==> config.mk <==
export PLATFORM = sky130hd
export DESIGN_NAME = welford_mean_variance
export DESIGN_NICKNAME = d
export VERILOG_FILES = /design/src/wmv_pkg.sv /design/src/wmv_div.sv /design/src/welford_mean_variance.sv
export SDC_FILE = /design/constraint.sdc
export NUM_CORES = 2
export LEC_CHECK = 0
export BUFFER_PORTS_ARGS = -buffer_cell sky130_fd_sc_hd__buf_2
export CAP_MARGIN = 20
export CORE_ASPECT_RATIO = 0.6
export CORE_MARGIN = 4
export CORE_UTILIZATION = 65
export DETAILED_ROUTE_END_ITERATION = 8
export PLACE_DENSITY = 0.82
export SLEW_MARGIN = 20
export SYNTH_ARGS = -nofsm -noshare
export SYNTH_HDL_FRONTEND = slang
export SYNTH_SLANG_ARGS = --single-unit
==> constraint.sdc <==
create_clock -name clk -period 31.9 [get_ports clk]
set_input_delay 1.595 -clock clk [delete_from_list [all_inputs] [get_ports clk]]
set_output_delay 1.595 -clock clk [all_outputs]
set_load 0.005 [all_outputs]
==> src/wmv_pkg.sv <==
package wmv_pkg;

	localparam int SAMPLE_W    = 16;
	localparam int MEAN_W      = 32;
	localparam int SUM_W       = 62;
	localparam int VAR_W       = 47;
	localparam int COUNT_OUT_W = 24;
	localparam int DVD_W       = 47;
	localparam int ITER_W      = 6;
	localparam int STEP_W      = 4;
	localparam int FRAC_W      = 16;
	localparam int SUM_FRAC_W  = 8;
	localparam int TERM_SHIFT  = 24;
	localparam int VAR_SHIFT   = VAR_W - SUM_FRAC_W;
	localparam int MEAN_QUO_W  = 32;

	localparam logic [ITER_W-1:0] MEAN_ITERS = ITER_W'(MEAN_QUO_W);
	localparam logic [ITER_W-1:0] VAR_ITERS  = ITER_W'(DVD_W);

	typedef logic [STEP_W-1:0] step_t;

	typedef enum logic [3:0] {
		OP_NONE,
		OP_ACCEPT,
		OP_PREP,
		OP_DIV,
		OP_MEAN,
		OP_MUL,
		OP_SUM,
		OP_VPREP,
		OP_VFIN,
		OP_OUT
	} uop_t;

	typedef enum logic [2:0] {
		CD_NEXT,
		CD_JUMP,
		CD_HOLD_IN,
		CD_FULL,
		CD_LOOP,
		CD_TRIVIAL,
		CD_HOLD_OUT
	} cond_t;

	typedef struct packed {
		uop_t  op;
		cond_t cond;
		step_t target;
	} uword_t;

	localparam step_t ST_ACCEPT = 4'd0;
	localparam step_t ST_PREP   = 4'd1;
	localparam step_t ST_MDIV   = 4'd2;
	localparam step_t ST_MEAN   = 4'd3;
	localparam step_t ST_MUL    = 4'd4;
	localparam step_t ST_SUM    = 4'd5;
	localparam step_t ST_VPREP  = 4'd6;
	localparam step_t ST_VDIV   = 4'd7;
	localparam step_t ST_VFIN   = 4'd8;
	localparam step_t ST_OUT    = 4'd9;

	// microprogram: one control word per step
	function automatic uword_t ucode(input step_t pc);
		uword_t w;
		unique case (pc)
			ST_ACCEPT: w = '{OP_ACCEPT, CD_HOLD_IN,  ST_ACCEPT};
			ST_PREP:   w = '{OP_PREP,   CD_FULL,     ST_VPREP};
			ST_MDIV:   w = '{OP_DIV,    CD_LOOP,     ST_MDIV};
			ST_MEAN:   w = '{OP_MEAN,   CD_NEXT,     ST_ACCEPT};
			ST_MUL:    w = '{OP_MUL,    CD_NEXT,     ST_ACCEPT};
			ST_SUM:    w = '{OP_SUM,    CD_NEXT,     ST_ACCEPT};
			ST_VPREP:  w = '{OP_VPREP,  CD_TRIVIAL,  ST_OUT};
			ST_VDIV:   w = '{OP_DIV,    CD_LOOP,     ST_VDIV};
			ST_VFIN:   w = '{OP_VFIN,   CD_NEXT,     ST_ACCEPT};
			ST_OUT:    w = '{OP_OUT,    CD_HOLD_OUT, ST_ACCEPT};
			default:   w = '{OP_NONE,   CD_JUMP,     ST_ACCEPT};
		endcase
		return w;
	endfunction

endpackage

==> src/wmv_div.sv <==
module wmv_div #(
	parameter int CW = 24
) (
	input  logic                    clk,
	input  logic                    load,
	input  logic                    run,
	input  logic [CW-1:0]           rem_init,
	input  logic [wmv_pkg::DVD_W-1:0] dvd_init,
	input  logic [CW-1:0]           dvs,
	output logic [wmv_pkg::DVD_W-1:0] quo
);
	import wmv_pkg::*;

	logic [CW-1:0]    rem_q;
	logic [CW-1:0]    dvs_q;
	logic [DVD_W-1:0] dvd_q;
	logic [DVD_W-1:0] quo_q;
	logic [CW:0]      trial;
	logic             fits;

	// partial remainder stays below the divisor, so a successful trial fits in CW bits
	assign trial = {rem_q, dvd_q[DVD_W-1]} - {1'b0, dvs_q};
	assign fits  = !trial[CW];

	always_ff @(posedge clk) begin
		if (load) begin
			rem_q <= rem_init;
			dvs_q <= dvs;
			dvd_q <= dvd_init;
		end else if (run) begin
			rem_q <= fits ? trial[CW-1:0] : {rem_q[CW-2:0], dvd_q[DVD_W-1]};
			dvd_q <= {dvd_q[DVD_W-2:0], 1'b0};
			quo_q <= {quo_q[DVD_W-2:0], fits};
		end
	end

	assign quo = quo_q;

endmodule

==> src/welford_mean_variance.sv <==
// Welford running statistics over signed 16-bit samples. Each input beat carries one sample
// and yields one output beat with the mean (signed Q16.16), the sample variance (unsigned
// Q31.16, saturating, zero until two samples are in) and the count. A set restart bit clears
// the statistics before the sample is taken; once the count is full, samples are dropped and
// the beat is flagged saturated. A small microprogram drives one shared shift-subtract
// divider that yields one quotient bit per cycle. A sample runs the mean division and then the
// variance division; a dropped sample skips the mean update and runs only the variance
// division. When no variance division is needed (count of one, or a variance that saturates)
// it is skipped. One sample is in flight at a time; the next input beat is taken once the
// result has moved to the output register.
module welford_mean_variance #(
	parameter int COUNT_BITS = 24
) (
	input  logic                                 clk,
	input  logic                                 arst_n,
	input  logic                                 in_valid,
	output logic                                 in_stall,
	input  logic signed [wmv_pkg::SAMPLE_W-1:0]  sample,
	input  logic                                 restart,
	output logic                                 out_valid,
	input  logic                                 out_stall,
	output logic signed [wmv_pkg::MEAN_W-1:0]    mean_out,
	output logic [wmv_pkg::VAR_W-1:0]            variance_out,
	output logic [wmv_pkg::COUNT_OUT_W-1:0]      count_out,
	output logic                                 saturated
);
	import wmv_pkg::*;

	localparam int CW   = COUNT_BITS;
	localparam int HIW  = (CW > SUM_W - VAR_SHIFT) ? CW : SUM_W - VAR_SHIFT;
	localparam int COW  = (CW > COUNT_OUT_W) ? CW : COUNT_OUT_W;
	localparam int CMPW = SUM_W + 10;
	localparam int DW   = MEAN_W + 1;

	function automatic logic [MEAN_W-1:0] mag(input logic [DW-1:0] v);
		logic [DW-1:0] n;
		n = -v;
		return v[DW-1] ? n[MEAN_W-1:0] : v[MEAN_W-1:0];
	endfunction

	// sequencer
	step_t              pc_q;
	step_t              pc_nxt;
	uword_t             uw;
	logic [ITER_W-1:0]  iter_q;

	// statistics
	logic [CW-1:0]      count_q;
	logic [MEAN_W-1:0]  mean_q;
	logic [SUM_W-1:0]   sum_q;

	// working registers
	logic [SAMPLE_W-1:0] sample_q;
	logic [DW-1:0]       delta_q;
	logic [DW-1:0]       resid_q;
	logic [2*MEAN_W-1:0] prod_q;
	logic                neg_q;
	logic                sat_q;
	logic [VAR_W-1:0]    var_q;

	// output register
	logic                out_valid_q;
	logic [MEAN_W-1:0]   mean_out_q;
	logic [VAR_W-1:0]    var_out_q;
	logic [COUNT_OUT_W-1:0] count_out_q;
	logic                sat_out_q;

	logic               in_beat;
	logic               out_busy;
	logic               full;
	logic               trivial;
	logic               few;
	logic               var_big;
	logic [DW-1:0]      xq;
	logic [DW-1:0]      mean_ext;
	logic [DW-1:0]      delta_now;
	logic [DW-1:0]      quo_signed;
	logic [DW-1:0]      new_mean;
	logic [MEAN_W-1:0]  qmag;
	logic [CW-1:0]      cnt_inc;
	logic [CW-1:0]      cnt_dec;
	logic [HIW-1:0]     sum_hi;
	logic [COW-1:0]     count_ext;
	logic [SUM_W:0]     sum_add;
	logic [2*MEAN_W-TERM_SHIFT-1:0] term;

	logic               div_load;
	logic               div_run;
	logic [CW-1:0]      div_rem;
	logic [DVD_W-1:0]   div_dvd;
	logic [CW-1:0]      div_dvs;
	logic [DVD_W-1:0]   div_quo;

	assign uw       = ucode(pc_q);
	assign in_stall = (pc_q != ST_ACCEPT);
	assign in_beat  = in_valid && !in_stall;
	assign out_busy = out_valid_q && out_stall;

	assign full     = (count_q == {CW{1'b1}});
	assign cnt_inc  = count_q + 1'b1;
	assign cnt_dec  = count_q - 1'b1;
	assign few      = (count_q[CW-1:1] == '0);
	// quotient would not fit the variance output
	assign var_big  = CMPW'(sum_q) >= CMPW'({cnt_dec, {VAR_SHIFT{1'b0}}});
	assign trivial  = few || var_big;

	assign xq        = {sample_q[SAMPLE_W-1], sample_q, {FRAC_W{1'b0}}};
	assign mean_ext  = {mean_q[MEAN_W-1], mean_q};
	assign delta_now = xq - mean_ext;
	assign qmag      = div_quo[MEAN_W-1:0];
	assign quo_signed = delta_q[DW-1] ? -{1'b0, qmag} : {1'b0, qmag};
	// the new mean lies between the old mean and the sample, so it always fits
	assign new_mean  = mean_ext + quo_signed;

	assign term    = neg_q ? '0 : prod_q[2*MEAN_W-1:TERM_SHIFT];
	assign sum_add = {1'b0, sum_q} + (SUM_W+1)'(term);

	assign sum_hi    = HIW'(sum_q[SUM_W-1:VAR_SHIFT]);
	assign count_ext = COW'(count_q);

	assign div_load = (uw.op == OP_PREP) || (uw.op == OP_VPREP);
	assign div_run  = (uw.op == OP_DIV);
	assign div_rem  = (uw.op == OP_PREP) ? '0 : sum_hi[CW-1:0];
	assign div_dvs  = (uw.op == OP_PREP) ? cnt_inc : cnt_dec;
	assign div_dvd  = (uw.op == OP_PREP) ?
		{mag(delta_now), {(DVD_W-MEAN_W){1'b0}}} :
		{sum_q[VAR_SHIFT-1:0], {SUM_FRAC_W{1'b0}}};

	wmv_div #(
		.CW (CW)
	) u_div (
		.clk      (clk),
		.load     (div_load),
		.run      (div_run),
		.rem_init (div_rem),
		.dvd_init (div_dvd),
		.dvs      (div_dvs),
		.quo      (div_quo)
	);

	always_comb begin
		pc_nxt = pc_q + 1'b1;
		unique case (uw.cond)
			CD_NEXT:     pc_nxt = pc_q + 1'b1;
			CD_JUMP:     pc_nxt = uw.target;
			CD_HOLD_IN:  pc_nxt = in_valid ? pc_q + 1'b1 : pc_q;
			CD_FULL:     pc_nxt = full ? uw.target : pc_q + 1'b1;
			CD_LOOP:     pc_nxt = (iter_q != ITER_W'(1)) ? uw.target : pc_q + 1'b1;
			CD_TRIVIAL:  pc_nxt = trivial ? uw.target : pc_q + 1'b1;
			CD_HOLD_OUT: pc_nxt = out_busy ? pc_q : uw.target;
			default:     pc_nxt = ST_ACCEPT;
		endcase
	end

	always_ff @(posedge clk or negedge arst_n) begin
		if (!arst_n) begin
			pc_q        <= ST_ACCEPT;
			iter_q      <= '0;
			count_q     <= '0;
			mean_q      <= '0;
			sum_q       <= '0;
			out_valid_q <= 1'b0;
		end else begin
			pc_q <= pc_nxt;
			if (uw.op == OP_OUT && !out_busy) begin
				out_valid_q <= 1'b1;
			end else if (out_valid_q && !out_stall) begin
				out_valid_q <= 1'b0;
			end
			case (uw.op)
				OP_ACCEPT: begin
					if (in_beat && restart) begin
						count_q <= '0;
						mean_q  <= '0;
						sum_q   <= '0;
					end
				end
				OP_PREP: begin
					iter_q <= MEAN_ITERS;
					if (!full) begin
						count_q <= cnt_inc;
					end
				end
				OP_DIV:   iter_q <= iter_q - 1'b1;
				OP_MEAN:  mean_q <= new_mean[MEAN_W-1:0];
				OP_SUM:   sum_q  <= sum_add[SUM_W] ? {SUM_W{1'b1}} : sum_add[SUM_W-1:0];
				OP_VPREP: iter_q <= VAR_ITERS;
				default: ;
			endcase
		end
	end

	always_ff @(posedge clk) begin
		case (uw.op)
			OP_ACCEPT: begin
				if (in_beat) begin
					sample_q <= sample;
				end
			end
			OP_PREP: begin
				sat_q   <= full;
				delta_q <= delta_now;
			end
			OP_MEAN:  resid_q <= xq - new_mean;
			OP_MUL: begin
				prod_q <= mag(delta_q) * mag(resid_q);
				neg_q  <= delta_q[DW-1] != resid_q[DW-1];
			end
			OP_VPREP: begin
				if (few) begin
					var_q <= '0;
				end else if (var_big) begin
					var_q <= {VAR_W{1'b1}};
				end
			end
			OP_VFIN:  var_q <= div_quo;
			OP_OUT: begin
				if (!out_busy) begin
					mean_out_q  <= mean_q;
					var_out_q   <= var_q;
					count_out_q <= count_ext[COUNT_OUT_W-1:0];
					sat_out_q   <= sat_q;
				end
			end
			default: ;
		endcase
	end

	assign out_valid    = out_valid_q;
	assign mean_out     = mean_out_q;
	assign variance_out = var_out_q;
	assign count_out    = count_out_q;
	assign saturated    = sat_out_q;

endmodule

==> summary.txt <==
Run status
  • Status: finished with violations
  • Failing checks: design-rule violations

STA
  • Max-slew headroom: 0.132
  • RSZ-0062 raised after global routing: false
  • Setup violators final: 0
  • Clk_skew: between 0.04 and 0.05 ns
  • Post-layout min period: 12.68 ns
  • Slew Viols, Final: 0
  • Tightest Pin Transition: 1.30 ns
  • Setup TNS: 0 ns
  • Final-report hold violation count: 0
  • Fmax: between 0.07 and 0.08 GHz
  • Crit share post-route: 0.398

Synth
  • Syn. warnings: 0
  • Ranking of synthesized cells by area: fa_1 (29%), edfxtp_1 (20%), ha_1 (8.5%)
  • Cell variety after synth: 92
  • Fraction of registers with async set/reset: 0.240
  • Mapped Area: 0.0625 mm^2
  • Sequential share of the synthesized area: 0.248
  • EDFF count, synth: 409
  • Most frequent cell after synthesis: inv_1
  • FF+latch count, synth: approximately 540
  • Post-synth top flop: edfxtp_1
  • Post-synth top area share: 0.288
  • Mean cell area of the mapped netlist: 9.50 um^2
  • Synth Net Count: ~8000
  • Area leader, netlist: fa_1
  • Top post-synthesis cells by count: inv_1 (989), fa_1 (898), nor2_1 (844), nand2_1 (656), ha_1 (424)
  • Gate Count Post-Synth: 6580

Job
  • Maxcap violations: 0

Cells and area
  • Layout area overhead: 6.96%
  • Share of layout cells above drive strength 1: 0.0664
  • Nets: 7945
  • Filler cells: 7006

Floorplan
  • Die area: 0.101 mm^2
  • I/O pin count: 127
  • DIE HEIGHT: 248 um
  • Core area: 0.0947 mm^2
  • Die Wd: 408 um
  • Row count: 87
  • Initial core utilization: 0.660

Clock network
  • CTS Root Cell: clkbuf_16
  • CTS Sinks: 538
  • Post-CTS setup buffer count: 0
  • Cts-stage hold buffer count: 0
  • Post_cts resized: 0
  • Reg clk slew, reported paths: 0.11 ns
  • Clk buf depth: 3
  • CTS tree: yes
  • Worst skew pair latency: 0.64 ns
  • TritonCTS buffer count: 48
  • H-tree depth: 2

GRT
  • Global route overflow: 0
  • Initial antenna violation count: 16
  • First-pass GRT wire length: 313000 um
  • Vias in the first global route: a little over 50000
  • Gr usage total: 0.411
  • Pin count of the biggest net entering global routing: 78

Route
  • Routed met3 length: 42500 um
  • Detail Route Antenna Nets: 0
  • Wire length per cell: 26.4 um
  • Vias per cell: 6.50
  • DRC viols: 4
  • Top routing layer used: met5
  • Routed Wire Length: ~210000 um
  • Iter 0 DRT Violations: 7820
  • Met1 wire length: about 80000 um
  • DR vias: 51318
  • TritonRoute pass-1 iters: 9
  • Routed length on met2: roughly 77000 um

Critical path
  • Largest stage delay, worst path: roughly 0.93 ns
  • Crit path kind: reg2reg
  • Worst Path Required: 32.28 ns
  • WP data arrival: around 13 ns
  • Startpoint Class: flop
  • Crit path max fanout: 22
  • Crit-path most repeated cell: fa_1
  • Worst setup EP type: flop
  • Slowest CP cell: edfxtp_1

Place
  • Final RePlAce weighted congestion: between 1 and 1.5
  • PortBufs: 126
  • HPWL Detailed: 159000 um

Min path
  • Worst min-delay path category: reg2reg
sequential cells by signal, summed over array words and instances, names as in the netlist, 32 cells and up:
name and count:
u_div.dvd_q 39, mean_q 32, mean_out 32, var_q 47, variance_out 47, sum_q 62
resid_q 33, u_div.quo 47, delta_q 33, prod_q 40
worst paths after layout:
path                                      start                          to  slack [ns]  cells after the start
setup reg to reg           resid_q[0]$_DFFE_PP_        prod_q[57]$_DFFE_PN_       19.22                     35
setup / recovery           resid_q[0]$_DFFE_PP_        prod_q[57]$_DFFE_PN_       19.22                     35
max in group asynchronous                arst_n   count_ext[15]$_DFFE_PN0P_       29.77                      3
hold reg to reg             var_q[23]$_DFFE_PP_  variance_out[23]$_DFFE_PP_        0.42                      0
hold / removal              var_q[23]$_DFFE_PP_  variance_out[23]$_DFFE_PP_        0.42                      0
min in group asynchronous                arst_n      mean_q[27]$_DFFE_PN0P_        0.95                      1
metal layers:
| layer | up-vias | global-route usage |
|---|---|---|
| li1 | 21407 | - |
| met1 | 24971 | 0.586 |
| met2 | 4276 | 0.522 |
| met3 | 632 | 0.245 |
| met4 | 32 | 0.111 |
| met5 | - | 0.0424 |
final cells by class:
type | instances | area [um^2] | share of cell area
clock buffers | 60 | 1290 | 0.0192
flip-flops and latches | 538 | 15500 | 0.232
diodes | 6 | 15.0 | 0.000225
repair buffers | 268 | 1760 | 0.0263
well taps | 1246 | 1560 | 0.0233
inverters | 992 | 3720 | 0.0557
clock inverters | 30 | 375 | 0.00561
multi-input cells | 4754 | 42600 | 0.638
worst max-delay path: cells and delay by family (launching register included):
| kind | cells | cell delay, ns |
|---|---|---|
| compound gates | 7 | 2.51 |
| xor+xnor | 2 | 0.58 |
| fa+ha+maj | 10 | 4.17 |
| buf+inv | 6 | 1.11 |
| flops | 1 | 0.93 |
| simple gates | 10 | 3.08 |
layout by cell type (no fill, tap or decap), types with 39 or more instances in the layout:
cell       synthesis  routed
a21o_1            85      85
nor3_1            86      86
buf_2             12     125
inv_1            989     988
or3_1             41      41
nand2b_1          39      39
and3_1            56      55
nor2_1           844     840
xnor2_1          228     212
o21ai_0          267     266
a31oi_1           64      64
nor2b_1           67      67
nand3_1          107     107
clkbuf_16          0      48
fa_1             898     898
edfxtp_1         409     409
ha_1             424     424
xor2_1           163     143
buf_4              2     139
nand2_1          656     652
a21oi_1          226     224
dfrtp_1          129     129
per-stage QoR:
stage / instances / cell area [um^2] / setup slack (ns) / util / hold slack [ns]
after floorplan: 6580 / 62500 / 21.80 / - / 0.400
after global placement: 7795 / 65100 / 20.16 / 0.687 / 0.403
after detailed placement: 7796 / 65100 / 19.78 / 0.688 / 0.405
after CTS: 7886 / 66800 / 19.71 / 0.705 / 0.416
after global routing: 7889 / 66800 / 19.01 / 0.706 / 0.421
final: 7894 / 66900 / 19.22 / 0.706 / 0.416
kinds of logic (layout without fill, tap and decap cells):
group	count (synthesis)	in the layout	share of synthesized area
xor gates and xnor gates	393	393	0.0554
muxes	27	27	0.00434
buffers and inverters	1288	1350	0.0777
adders and majority gates	1322	1322	0.372
AOI/OAI and AO/OA	958	958	0.0978
DFF	538	538	0.248
and+or+nand+nor	2054	2054	0.144
other	0	6	0
Power is not shown: default switching activity piles up to over one toggle a cycle in this logic, so the estimate is an artifact.
